`src/bsp_pkg.sv`:
```
// ----------------------------------------------------------------------------
// bsp_pkg: shared types and constants of the bit spiral line plotter
// Holds the heading codes, the line length width and the result record that
// the step logic and the top level exchange.
// ----------------------------------------------------------------------------
package bsp_pkg;

    // default width of the signed end point and bounding box coordinates
    localparam int BSP_COORD_BITS = 29;

    // line length width and its saturation value
    localparam int LEN_BITS = 28;
    localparam logic [LEN_BITS-1:0] LEN_MAX = '1;

    // line headings, clockwise from up
    typedef enum logic [1:0] {
        HEAD_UP    = 2'd0,
        HEAD_RIGHT = 2'd1,
        HEAD_DOWN  = 2'd2,
        HEAD_LEFT  = 2'd3
    } heading_t;

    // one emitted line: heading in the low bits, length above it
    typedef struct packed {
        logic [LEN_BITS-1:0] length;
        heading_t            heading;
    } line_t;

endpackage

```
`src/bit_spiral_line_plotter.sv`:
```
// ----------------------------------------------------------------------------
// bit_spiral_line_plotter: turns data bytes into lines of a spiral figure
//
//   channel   dir   payload
//   s_        in    tdata[7:0] data_byte, tuser new_figure
//   m_        out   tdata[1:0] heading, tdata[29:2] line_length, tlast last_line
//
// One line leaves per cycle while m_tready does not stall; a byte gives eight lines,
// nine when it starts a new figure. The figure state register and the single step
// unit between it and the result register produce the lines; the next byte is taken
// in the cycle that produces the eighth line of the current one.
// Reset is synchronous on aresetn and leaves the figure after its first line.
// A stall on m_tready holds the result register and the step sequence.
// ----------------------------------------------------------------------------
module bit_spiral_line_plotter
    import bsp_pkg::*;
#(
    parameter int COORD_BITS = BSP_COORD_BITS
) (
    input  logic        aclk,
    input  logic        aresetn,
    // input stream
    input  logic        s_tvalid,
    output logic        s_tready,
    input  logic [7:0]  s_tdata,   // [7:0] data_byte
    input  logic        s_tuser,   // [0] new_figure
    // result stream
    output logic        m_tvalid,
    input  logic        m_tready,
    output logic [31:0] m_tdata,   // [1:0] heading, [29:2] line_length, [31:30] zero
    output logic        m_tlast
);

    localparam logic [COORD_BITS-1:0] COORD_ONE = COORD_BITS'(1);

    // sequencing
    logic       busy_reg, busy_next;
    logic       init_pend_reg, init_pend_next;
    logic [2:0] bit_cnt_reg, bit_cnt_next;
    logic [7:0] byte_reg, byte_next;

    // figure state
    heading_t              head_reg, head_next;
    logic [COORD_BITS-1:0] end_x_reg, end_x_next;
    logic [COORD_BITS-1:0] end_y_reg, end_y_next;
    logic [COORD_BITS-1:0] min_x_reg, min_x_next;
    logic [COORD_BITS-1:0] max_x_reg, max_x_next;
    logic [COORD_BITS-1:0] min_y_reg, min_y_next;
    logic [COORD_BITS-1:0] max_y_reg, max_y_next;

    // result register
    logic  m_valid_reg, m_valid_next;
    line_t m_line_reg, m_line_next;
    logic  m_last_reg, m_last_next;

    // step unit results
    logic [COORD_BITS-1:0] st_end_x, st_end_y, st_min_x, st_max_x, st_min_y, st_max_y;
    line_t                 st_line;

    logic out_free;
    logic work;
    logic finish;
    logic accept;

    // handshake control
    assign out_free = !m_valid_reg || m_tready;
    assign work     = busy_reg && out_free;
    assign finish   = work && !init_pend_reg && (bit_cnt_reg == 3'd7);
    assign s_tready = !busy_reg || finish;
    assign accept   = s_tvalid && s_tready;

    bsp_step #(
        .COORD_BITS (COORD_BITS)
    ) u_step (
        .turn_bit  (byte_reg[3'd7 - bit_cnt_reg]),
        .head_in   (head_reg),
        .end_x     (end_x_reg),
        .end_y     (end_y_reg),
        .min_x     (min_x_reg),
        .max_x     (max_x_reg),
        .min_y     (min_y_reg),
        .max_y     (max_y_reg),
        .end_x_out (st_end_x),
        .end_y_out (st_end_y),
        .min_x_out (st_min_x),
        .max_x_out (st_max_x),
        .min_y_out (st_min_y),
        .max_y_out (st_max_y),
        .line      (st_line)
    );

    // next state of the sequence, figure and result register
    always_comb begin
        busy_next      = busy_reg;
        init_pend_next = init_pend_reg;
        bit_cnt_next   = bit_cnt_reg;
        byte_next      = byte_reg;
        head_next      = head_reg;
        end_x_next     = end_x_reg;
        end_y_next     = end_y_reg;
        min_x_next     = min_x_reg;
        max_x_next     = max_x_reg;
        min_y_next     = min_y_reg;
        max_y_next     = max_y_reg;
        m_valid_next   = m_valid_reg && !m_tready;
        m_line_next    = m_line_reg;
        m_last_next    = m_last_reg;

        if (work) begin
            m_valid_next = 1'b1;
            if (init_pend_reg) begin
                // initial up line, figure restarts
                init_pend_next      = 1'b0;
                head_next           = HEAD_UP;
                end_x_next          = '0;
                end_y_next          = COORD_ONE;
                min_x_next          = '0;
                max_x_next          = '0;
                min_y_next          = '0;
                max_y_next          = COORD_ONE;
                m_line_next.heading = HEAD_UP;
                m_line_next.length  = LEN_BITS'(1);
                m_last_next         = 1'b0;
            end else begin
                head_next    = st_line.heading;
                end_x_next   = st_end_x;
                end_y_next   = st_end_y;
                min_x_next   = st_min_x;
                max_x_next   = st_max_x;
                min_y_next   = st_min_y;
                max_y_next   = st_max_y;
                m_line_next  = st_line;
                m_last_next  = (bit_cnt_reg == 3'd7);
                bit_cnt_next = bit_cnt_reg + 3'd1;
                if (bit_cnt_reg == 3'd7) begin
                    busy_next = 1'b0;
                end
            end
        end

        // load a new byte
        if (accept) begin
            busy_next      = 1'b1;
            init_pend_next = s_tuser;
            bit_cnt_next   = 3'd0;
            byte_next      = s_tdata;
        end
    end

    // control and figure state
    always_ff @(posedge aclk) begin
        if (!aresetn) begin
            busy_reg      <= 1'b0;
            init_pend_reg <= 1'b0;
            bit_cnt_reg   <= 3'd0;
            m_valid_reg   <= 1'b0;
            head_reg      <= HEAD_UP;
            end_x_reg     <= '0;
            end_y_reg     <= COORD_ONE;
            min_x_reg     <= '0;
            max_x_reg     <= '0;
            min_y_reg     <= '0;
            max_y_reg     <= COORD_ONE;
        end else begin
            busy_reg      <= busy_next;
            init_pend_reg <= init_pend_next;
            bit_cnt_reg   <= bit_cnt_next;
            m_valid_reg   <= m_valid_next;
            head_reg      <= head_next;
            end_x_reg     <= end_x_next;
            end_y_reg     <= end_y_next;
            min_x_reg     <= min_x_next;
            max_x_reg     <= max_x_next;
            min_y_reg     <= min_y_next;
            max_y_reg     <= max_y_next;
        end
    end

    // payload
    always_ff @(posedge aclk) begin
        byte_reg   <= byte_next;
        m_line_reg <= m_line_next;
        m_last_reg <= m_last_next;
    end

    // outputs
    assign m_tvalid = m_valid_reg;
    assign m_tdata  = {2'b00, m_line_reg};
    assign m_tlast  = m_last_reg;

    // a new byte is only taken when idle or on the eighth line
    assert property (@(posedge aclk) disable iff (!aresetn)
        (accept && busy_reg) |-> (bit_cnt_reg == 3'd7 && !init_pend_reg))
        else $error("byte accepted in the middle of a sequence");

    // a new figure starts with the up line of length one
    assert property (@(posedge aclk) disable iff (!aresetn)
        (work && init_pend_reg) |=>
            (m_tvalid && m_tdata[1:0] == HEAD_UP && m_tdata[29:2] == 28'd1 && !m_tlast))
        else $error("initial line missing");

    // tlast marks exactly the line of bit zero
    assert property (@(posedge aclk) disable iff (!aresetn)
        (work && !init_pend_reg) |=> (m_tlast == $past(bit_cnt_reg == 3'd7)))
        else $error("last line flag out of place");

    // lines are never empty
    assert property (@(posedge aclk) disable iff (!aresetn)
        m_tvalid |-> (m_tdata[29:2] != 28'd0))
        else $error("zero line length");

endmodule

```
`src/bsp_step.sv`:
```
// ----------------------------------------------------------------------------
// bsp_step: one line step of the spiral
// Turns the heading by one bit, measures the line from the end point to the
// bounding box edge plus one, moves the end point and grows the box.
// ----------------------------------------------------------------------------
module bsp_step
    import bsp_pkg::*;
#(
    parameter int COORD_BITS = BSP_COORD_BITS
) (
    input  logic                  turn_bit,
    input  heading_t              head_in,
    input  logic [COORD_BITS-1:0] end_x,
    input  logic [COORD_BITS-1:0] end_y,
    input  logic [COORD_BITS-1:0] min_x,
    input  logic [COORD_BITS-1:0] max_x,
    input  logic [COORD_BITS-1:0] min_y,
    input  logic [COORD_BITS-1:0] max_y,
    output logic [COORD_BITS-1:0] end_x_out,
    output logic [COORD_BITS-1:0] end_y_out,
    output logic [COORD_BITS-1:0] min_x_out,
    output logic [COORD_BITS-1:0] max_x_out,
    output logic [COORD_BITS-1:0] min_y_out,
    output logic [COORD_BITS-1:0] max_y_out,
    output line_t                 line
);

    localparam int DW = (COORD_BITS > LEN_BITS) ? COORD_BITS : LEN_BITS;
    localparam logic [COORD_BITS-1:0] SIGN_BIT = {1'b1, {(COORD_BITS-1){1'b0}}};

    heading_t              head_new;
    logic [COORD_BITS-1:0] box_edge;
    logic [COORD_BITS-1:0] pos;
    logic [COORD_BITS-1:0] key_a;
    logic [COORD_BITS-1:0] key_b;
    logic [COORD_BITS-1:0] delta;
    logic [DW-1:0]         dist_w;
    logic [DW-1:0]         len_w;
    logic [LEN_BITS-1:0]   len;
    logic [COORD_BITS-1:0] step_c;
    logic [COORD_BITS-1:0] moved;

    // 0 turns clockwise, 1 anti-clockwise
    assign head_new = turn_bit ? heading_t'(head_in + 2'd3) : heading_t'(head_in + 2'd1);

    // pick the box edge and end point coordinate along the new heading
    always_comb begin
        unique case (head_new)
            HEAD_UP: begin
                box_edge = max_y;
                pos      = end_y;
            end
            HEAD_RIGHT: begin
                box_edge = max_x;
                pos      = end_x;
            end
            HEAD_DOWN: begin
                box_edge = min_y;
                pos      = end_y;
            end
            default: begin
                box_edge = min_x;
                pos      = end_x;
            end
        endcase
    end

    // distance in order-preserving unsigned keys, plus one, saturated
    assign key_a  = box_edge ^ SIGN_BIT;
    assign key_b  = pos ^ SIGN_BIT;
    assign delta  = (key_a >= key_b) ? (key_a - key_b) : (key_b - key_a);
    assign dist_w = DW'(delta);
    assign len    = (dist_w >= DW'(LEN_MAX)) ? LEN_MAX : LEN_BITS'(dist_w + DW'(1));

    // move the end point, wrapping at the coordinate width
    assign len_w  = DW'(len);
    assign step_c = len_w[COORD_BITS-1:0];
    assign moved  = (head_new == HEAD_UP || head_new == HEAD_RIGHT) ? (pos + step_c)
                                                                    : (pos - step_c);

    // new end point and grown bounding box
    always_comb begin
        end_x_out = end_x;
        end_y_out = end_y;
        if (head_new == HEAD_UP || head_new == HEAD_DOWN) begin
            end_y_out = moved;
        end else begin
            end_x_out = moved;
        end
        min_x_out = ($signed(end_x_out) < $signed(min_x)) ? end_x_out : min_x;
        max_x_out = ($signed(end_x_out) > $signed(max_x)) ? end_x_out : max_x;
        min_y_out = ($signed(end_y_out) < $signed(min_y)) ? end_y_out : min_y;
        max_y_out = ($signed(end_y_out) > $signed(max_y)) ? end_y_out : max_y;
    end

    assign line.heading = head_new;
    assign line.length  = len;

endmodule

```
`config.mk`:
```
export PLATFORM = sky130hd
export DESIGN_NAME = bit_spiral_line_plotter
export DESIGN_NICKNAME = d
export VERILOG_FILES = /design/src/bsp_pkg.sv /design/src/bit_spiral_line_plotter.sv /design/src/bsp_step.sv
export SDC_FILE = /design/constraint.sdc
export NUM_CORES = 1
export LEC_CHECK = 0
export BUFFER_PORTS_ARGS = -buffer_cell sky130_fd_sc_hd__buf_2
export CAP_MARGIN = 30
export CORE_MARGIN = 2
export CORE_UTILIZATION = 45
export DETAILED_ROUTE_END_ITERATION = 10
export PLACE_DENSITY = 0.62
export RECOVER_POWER = 50
export SKIP_CTS_REPAIR_TIMING = 1
export SYNTH_ARGS = -nofsm -noshare
export SYNTH_HDL_FRONTEND = slang
export SYNTH_SLANG_ARGS = --single-unit
```
`constraint.sdc`:
```
create_clock -name aclk -period 14.55 [get_ports aclk]
set_clock_uncertainty 0.15 [all_clocks]
set_input_delay 0.7275 -clock aclk [delete_from_list [all_inputs] [get_ports aclk]]
set_output_delay 0.7275 -clock aclk [all_outputs]
set_load 0.02 [all_outputs]
```
After elaboration in Yosys (flattened, before gate mapping)
Index checks and enable logic that the tools add are counted.
Word-level totals
  register bits after elaboration: 221
  output and inout port bits: 35
Operators by class
  $lt $le $gt $ge: 7
  equal/unequal tests: 4
  $add $sub $neg: 9
  reductions and logical operators: 28
  bitwise logic cells: 4
  mux-type cells: 28
Operators with widths (number)
  29-bit two-way mux: 15
  29-bit case mux with 3 select lines: 1
  29-bit greater-than comparator: 2
  29-bit < comparator: 2
  29-bit subtractor: 2
  29-bit by 28-bit adder with 29-bit output: 1
  29-bit by 28-bit >= comparator with 1-bit output (second input constant): 1
  29-bit >= comparator: 1
  29-bit by 28-bit subtractor with 29-bit output: 1
  28-bit by 1-bit adder with 28-bit output (second input constant): 1
  28-bit two-way mux: 1
  2-bit nonzero test: 6
  2-bit AND reduction: 5
  1-bit two-way mux: 8
  1-bit logical AND: 5
  1-bit logical NOT: 4
  1-bit logical OR: 4
  3-bit by 4-bit < comparator with 1-bit output (second input constant): 1
  2-bit two-way mux: 2
  1-bit NOT: 4
  2-bit OR reduction: 2
  3-bit by 1-bit adder with 3-bit output (second input constant): 1
  1-bit binary-select mux with 3-bit select: 1
  3-bit equality test (second input constant): 1
  8 further kinds: 8

Logic depth before layout (Yosys ltp)
Gate-level depths: netlist (run 1).
  depth after elaboration: 18
  gate-level depth with buffers: 67

Hierarchy
From an unflattened synthesis (run 1), not the netlist that was laid out.
Unflattened totals
  cell total of the unflattened synthesis: 2853
  area total of the unflattened synthesis: 22596.7 um2
By module, submodules not included
  bsp_step: seq. area each 0.0 um2, cells each 1916, times used 1, area each 13505.5 um2
  bit_spiral_line_plotter: seq. area each 4814.6 um2, cells each 937, times used 1, area each 9091.2 um2

Worst setup path after synthesis (run 1)
No wires, ideal clock.
  kind: reg2reg
  start: reg bit_cnt_reg[0]
  end: reg max_x_reg[11]
  path buffers: 10
  setup time: 128 ps
  arrival time: 13524 ps
  cell stages (with the launch flop): 68
  path slack: 749 ps
  cells stage by stage: dfxtp_1 -> mux4_2 -> mux2i_1 -> xnor2_1 -> inv_1 -> ha_1 -> clkbuf_1 -> clkbuf_1 -> a222oi_1 -> nor2b_1 -> a21oi_1 -> inv_1 -> ha_1 -> buf_2 -> and4_1 -> nand2_1 -> a211o_1 -> a211o_1 -> [32 not listed] -> o311a_1 -> o21ai_0 -> nand2b_1 -> clkbuf_1 -> and3_1 -> o211ai_1 -> nand3_1 -> ha_1 -> nand4_1 -> or2_2 -> nor3_1 -> nand2_1 -> nand2_1 -> a41oi_1 -> o31ai_1 -> clkbuf_1 -> mux2i_1 -> nor2_1
Between the ends
  word-level cells in the longest chain between the ends: 18
  elaborated cells between the ends (all ways): 30
RTL lines
  from (decl): RTL line bit_spiral_line_plotter.sv:39  | logic [2:0] bit_cnt_reg, bit_cnt_next;
  from (signal assigned): RTL line bit_spiral_line_plotter.sv:167  | bit_cnt_reg <= bit_cnt_next;
  3-bit subtractor *: RTL line bit_spiral_line_plotter.sv:75  | .turn_bit (byte_reg[3'd7 - bit_cnt_reg]),
  1-bit binary-select mux with 3-bit select *: RTL line bit_spiral_line_plotter.sv:75
  1-bit two-way mux (not written as such) *: RTL line bit_spiral_line_plotter.sv:75
  2-bit two-way mux *: RTL line bsp_step.sv:44  | assign head_new = turn_bit ? heading_t'(head_in + 2'd3) : heading_t'(head_in + 2'd1);
  2-bit equality test / 2-bit logical NOT (equally long branches): RTL line bsp_step.sv:48, bsp_step.sv:85, bsp_step.sv:78
  2-bit OR reduction (no source line)
  29-bit two-way mux: RTL line bsp_step.sv:48  | unique case (head_new)
  1-bit NOT (no source line)
  [2 not listed]
  29-bit by 28-bit >= comparator with 1-bit output / 28-bit by 1-bit adder with 28-bit output (equally long branches): RTL line bsp_step.sv:73  | assign len = (dist_w >= DW'(LEN_MAX)) ? LEN_MAX : LEN_BITS'(dist_w + DW'(1));
  28-bit two-way mux: RTL line bsp_step.sv:73
  29-bit by 28-bit subtractor with 29-bit output / 29-bit by 28-bit adder with 29-bit output (equally long branches): RTL line bsp_step.sv:79, bsp_step.sv:78
  29-bit two-way mux: RTL line bsp_step.sv:78  | assign moved = (head_new == HEAD_UP || head_new == HEAD_RIGHT) ? (pos + step_c)
  29-bit two-way mux *: RTL line bsp_step.sv:85  | if (head_new == HEAD_UP || head_new == HEAD_DOWN) begin
  29-bit greater-than comparator: RTL line bsp_step.sv:91  | max_x_out = ($signed(end_x_out) > $signed(max_x)) ? end_x_out : max_x;
  2-bit nonzero test (no source line)
  2-bit AND reduction (no source line)
  to (signal assigned): RTL line bit_spiral_line_plotter.sv:173  | max_x_reg <= max_x_next;
  to (decl): RTL line bit_spiral_line_plotter.sv:47  | logic [COORD_BITS-1:0] max_x_reg, max_x_next;
Every way passes the cells marked *; elsewhere a longest branch is shown, timed or not. The select of a mux whose other input is x is not followed.
A chain may end at the register's enable or synchronous reset.

==> summary.md, run 1 <==
| Metric | Value |
|---|---|
| Core Box Area | 0.0439 sq mm |
| Most common cell in the netlist | nor2_1 |
| Clock slew seen by the registers of the worst setup and hold paths | 60 ps |
| Sequential fraction of the synthesis area | 24.2% |
| Port buffer count | 45 |
| Number of synthesized flops with an enable pin | 39 |
| Vias in the first global route | 18300 |
| Area of the multi-input gates | 0.0139 sq mm |
| Ports | 48 |
| Worst hold slack | 152 ps |
| Synth top cells by count | nor2_1 (258), nand2_1 (217), a21oi_1 (214) |
| Cell mode on critical path | inv_1 |
| First-pass GRT wire length | 104 mm |
| Fin nets | 2765 |
| Synth cell types | 103 |
| RSZ-0062 raised after global routing | yes |
| DR vias | 19200 |
| Startpoint types | register |
| DRC viols | 0 |
| Skew-Pair Late Insertion Delay | 600 ps |
| CTS root buf | clkbuf_16 |
| Initial antenna violation count | 0 |
| Synth area leaders | dfxtp_1 (18%), ha_1 (13%), edfxtp_1 (5.9%) |
| Yosys top cell by area | dfxtp_1 |
| Initial DRC Count | 1814 |
| Drt total wl | 69.0 mm |
| Slew Limit Headroom | 34.4% |
| Buf/Inv on CP | 7 |
| Proportion of layout cells with a drive suffix above 1 | 9.02% |
| Total grt overflow | 0 |
| Dpl hpwl | 52.3 mm |
| ANT cells | 0 |
| Final cycle utilization of the critical path | 95.7% |
| Die area | 0.0459 sq mm |
| Crit path kind | reg2reg |
| Maxcap violations | 0 |
| Filler cells | 4352 |
| Tightest Pin Transition | 972 ps |
| Max Clk Rate | 0.0718 GHz |
| Reg area | 0.00482 sq mm |
| Row Count | 77 |
| Total GRT Usage | 28.7% |
| Largest delay share family, worst path | compound AO/OA/AOI/OAI gates |
| Post-synth top flop | dfxtp_1 |
| Clock Path Buffers | 3 |
| Seq cells post-synth | 221 |
| Number of buffers created by CTS | 28 |
| Final min period | 13920 ps |
| Routability Congestion | 0.976 |
| Clk sinks | 221 |
| Max reg flops | 30 |
| Avg Vias per Cell | 6.10 |
| Synthesis-to-layout area growth | 9.85% |
| Critical path capture point type | register |
| Worst path max stage delay | 530 ps |
| CTS tree | done |
| Initial Utilization | 45.3% |
| Htree depth | 1 |
| Worst-path fanout max | 23 |
| CP required | 14870 ps |
| Yosys warns | 0 |
| Worst EP arrival | 14240 ps |
| Routed length per instance | 21.9 microns |
| Drt pass-1 iters | 9 |
| Die width | 214 microns |
| Final setup vio count | 0 |
| Detail Route Antenna Nets | 0 |
| Post-synthesis cell count | 2541 |
| Worst hold path type | in2reg |
| Largest net degree at the start of global routing | 69 |
| Async set-or-reset flop fraction in the synthesized netlist | 0% |
| Syn Std Cell Area | 0.0199 sq mm |
| Avg Cell Area, Syn | 7.83 sq um |
| Outcome | finished clean |
| Final hold violations | 0 |
| Die Y | 214 microns |
| Pins Over Slew Limit | 0 |
| Slowest cell on the critical path | mux4_2 |
| Post-synth top area share | 18.3% |
per-stage QoR:
| step | std cells | worst slack (ps) | util (%) | area, sq um | TNS (ps) |
|---|---|---|---|---|---|
| 6_report | 3153 | 631 | 49.7 | 21900 | 0 |
| 5_1_grt | 3153 | -36.0 | 49.7 | 21900 | -366 |
| 4_1_cts | 3150 | 159 | 49.6 | 21800 | 0 |
| 3_5_place_dp | 3099 | 205 | 47.4 | 20800 | 0 |
| 3_3_place_gp | 3099 | 663 | 47.4 | 20800 | 0 |
| 2_1_floorplan | 2542 | 749 | - | 19900 | 0 |
final cells by class:
class / count / share of cell area [%]
sequential: 221 / 22.0
multi-input combinational: 1973 / 63.5
timing repair buffer: 103 / 3.01
clock buffer: 41 / 3.81
clock inverter: 10 / 0.590
tap: 592 / 3.39
inverter: 213 / 3.68
worst register-to-register path: cells and delay by family (launching register included):
| family | cells | cell delay, ps |
|---|---|---|
| fa+ha+maj | 5 | 1330 |
| simple gates | 20 | 4090 |
| xor+xnor | 2 | 560 |
| compound gates | 19 | 5110 |
| flops | 1 | 440 |
| buf+inv | 7 | 1120 |
| mux | 3 | 1000 |
cells in the final DEF (no fill, tap or decap), types with 10 or more instances in the layout:
| cell | netlist | layout |
|---|---|---|
| a211oi_1 | 14 | 13 |
| a21o_1 | 70 | 70 |
| a21oi_1 | 214 | 212 |
| a222oi_1 | 29 | 29 |
| a22oi_1 | 52 | 52 |
| a31oi_1 | 23 | 22 |
| and2_1 | 29 | 29 |
| and3_1 | 22 | 22 |
| buf_2 | 14 | 12 |
| buf_4 | 2 | 55 |
| clkbuf_1 | 95 | 40 |
| clkbuf_16 | 0 | 30 |
| dfxtp_1 | 182 | 181 |
| edfxtp_1 | 39 | 39 |
| ha_1 | 209 | 202 |
| inv_1 | 211 | 210 |
| mux2_2 | 39 | 39 |
| mux2i_1 | 76 | 76 |
| nand2_1 | 217 | 216 |
| nand2b_1 | 29 | 28 |
| nand3_1 | 60 | 60 |
| nand4_1 | 49 | 49 |
| nor2_1 | 258 | 254 |
| nor2b_1 | 53 | 53 |
| nor3_1 | 39 | 37 |
| nor4_1 | 10 | 10 |
| o211ai_1 | 12 | 12 |
| o21a_1 | 41 | 41 |
| o21ai_0 | 92 | 91 |
| or2_2 | 10 | 10 |
| or3_1 | 19 | 19 |
| xnor2_1 | 80 | 80 |
| xor2_1 | 39 | 39 |
per-layer routing:
metal / vias up / wire [microns] / track usage, %
met5: - / 0 / 0
met4: 0 / 3200 / 12.7
met3: 169 / 4970 / 4.60
met2: 773 / 32000 / 48.0
met1: 9205 / 28800 / 36.6
li1: 9080 / - / -
kinds of logic after synthesis:
group,Yosys count,synth area share [%]
and+or+nand+nor,847,21.1
adders and majority gates,212,13.4
DFF,221,24.2
AOI/OAI and AO/OA,674,22.8
buffers and inverters,348,6.77
muxes,118,6.37
other,1,0.0189
xor gates and xnor gates,120,5.32
worst paths after layout:
check	start	end	slack (ps)	cells after the start
worst max register to register	bit_cnt_reg[0]	min_y_reg[6]	630	56
worst min register to register	min_x_reg[27]	min_x_reg[27]	310	2
worst max-delay path	bit_cnt_reg[0]	min_y_reg[6]	630	56
worst min-delay path	s_tdata[2]	byte_reg[2]	150	1
Power of run 1 is left out: the tool's default activity adds up to more than one toggle a clock period on the data nets, which glitch-free logic cannot reach.
==> inputs of run 2 (changes only) <==
--- a/config.mk
+++ b/config.mk
@@ -9,6 +9,7 @@
 export CAP_MARGIN = 30
 export CORE_MARGIN = 2
 export CORE_UTILIZATION = 45
+export CTS_BUF_LIST = sky130_fd_sc_hd__clkbuf_8 sky130_fd_sc_hd__clkbuf_16
 export DETAILED_ROUTE_END_ITERATION = 10
 export PLACE_DENSITY = 0.62
 export RECOVER_POWER = 50
==> run 2 against run 1 <==
Net effect:
- sequential share of layout area is the same
- global-route usage about the same
- first-iteration DRC count fell by 1.5%
- core utilization stayed put
- sequential cell count stayed put
- critical endpoint unchanged
- cell count is the same
- die area did not move
==> summary.md, run 2 (synthesis gave the netlist of run 1 again) <==
| Metric | Value |
|---|---|
| Final cycle utilization of the critical path | 95.4% |
| Die area | 0.0459 sq mm |
| Pins Over Slew Limit | 0 |
| Worst path max stage delay | 530 ps |
| Slowest cell on the critical path | mux4_2 |
| Vias in the first global route | 18300 |
| Place WS | 205 ps |
| Final hold violations | 0 |
| Most common cell after layout, fill and taps aside | nor2_1 |
| Port buffer count | 45 |
| Tightest Pin Transition | 962 ps |
| Largest delay share family, worst path | compound AO/OA/AOI/OAI gates |
| Routed length per instance | 21.9 microns |
| Maxcap violations | 0 |
| Post-route setup slack | 668 ps |
| Initial Utilization | 45.3% |
| CP required | 14870 ps |
| DRC viols | 0 |
| Startpoint types | register |
| First-pass GRT wire length | 104 mm |
| Buf/Inv on CP | 7 |
| Outcome | finished clean |
| Worst-path fanout max | 23 |
| Fin nets | 2765 |
| Worst hold path type | in2reg |
| Clock slew seen by the registers of the worst setup and hold paths | 60 ps |
| Die Y | 214 microns |
| Routability Congestion | 0.976 |
| DR vias | 19200 |
| Total GRT Usage | 28.7% |
| Slew Limit Headroom | 35.3% |
| Row Count | 77 |
| Die width | 214 microns |
| Number of buffers created by CTS | 28 |
| ANT cells | 0 |
| Max Clk Rate | 0.0720 GHz |
| Initial antenna violation count | 0 |
| CTS root buf | clkbuf_16 |
| Worst EP arrival | 14210 ps |
| Worst R2R Start | bit_cnt_reg[0] |
| Ports | 48 |
| Proportion of layout cells with a drive suffix above 1 | 9.02% |
| Drt total wl | 68.9 mm |
| Reg area | 0.00482 sq mm |
| Dpl hpwl | 52.3 mm |
| Detail Route Antenna Nets | 0 |
| Fin util | 49.7% |
| Final setup vio count | 0 |
| Area of the multi-input gates | 0.0139 sq mm |
| Critical path capture point type | register |
| Largest net degree at the start of global routing | 69 |
| Core Box Area | 0.0439 sq mm |
| Hold path startpoint | s_tdata[2] |
| RSZ-0062 raised after global routing | yes |
| Crit path kind | reg2reg |
| Synthesis-to-layout area growth | 9.85% |
| CTS tree | done |
| Clk sinks | 221 |
| Drt pass-1 iters | 9 |
| Initial DRC Count | 1786 |
| Total grt overflow | 0 |
| Htree depth | 1 |
| Skew-Pair Late Insertion Delay | 610 ps |
| Clock Path Buffers | 3 |
| Cell mode on critical path | inv_1 |
| Critical path origin | bit_cnt_reg[0] |
| Final min period | 13880 ps |
| Max reg flops | 30 |
| Avg Vias per Cell | 6.09 |
| Filler cells | 4352 |
| Most frequent cells in the layout | nor2_1 (254), inv_1 (217), nand2_1 (216) |
-- run 2: changes by cell type in the layout (fill, tap and decap cells not counted) --
cell,delta
inv_1,+7
clkbuf_1,-7
-- run 2: routing by layer --
layer / part of all wire [%] / global-route usage [%] / vias up
met5: 0 / 0 / -
met3: 6.7 / 4.60 / 177
li1: - / - / 9093
met2: 46 / 48.1 / 712
met4: 4.8 / 12.7 / 0
met1: 42 / 36.6 / 9205
-- run 2: final timing paths --
| path | to | slack [ps] | cells after the start |
|---|---|---|---|
| worst max-delay path | min_y_reg[6] | 670 | 56 |
| worst max register to register | min_y_reg[6] | 670 | 56 |
| worst min-delay path | byte_reg[2] | 150 | 1 |
| worst min register to register | min_x_reg[27] | 310 | 2 |
-- run 2: area by class of cell --
cell class	count	area share, %
Multi-Input combinational cell	1973	63.5
Sequential cell	221	22.0
Clock buffer	34	3.69
Inverter	213	3.68
Tap cell	592	3.39
Timing Repair Buffer	103	3.01
Clock inverter	17	0.710
-- run 2: through the flow --
| step | hold WS [ps] | setup TNS, ps | area [sq um] | instances |
|---|---|---|---|---|
| 2_1_floorplan | 286 | 0 | 19900 | 2542 |
| 6_report | 151 | 0 | 21900 | 3153 |
| 5_1_grt | 136 | -370 | 21900 | 3153 |
| 3_5_place_dp | 306 | 0 | 20800 | 3099 |
| 3_3_place_gp | 296 | 0 | 20800 | 3099 |
| 4_1_cts | 133 | 0 | 21800 | 3150 |
Power of run 2 is left out for the same reason.
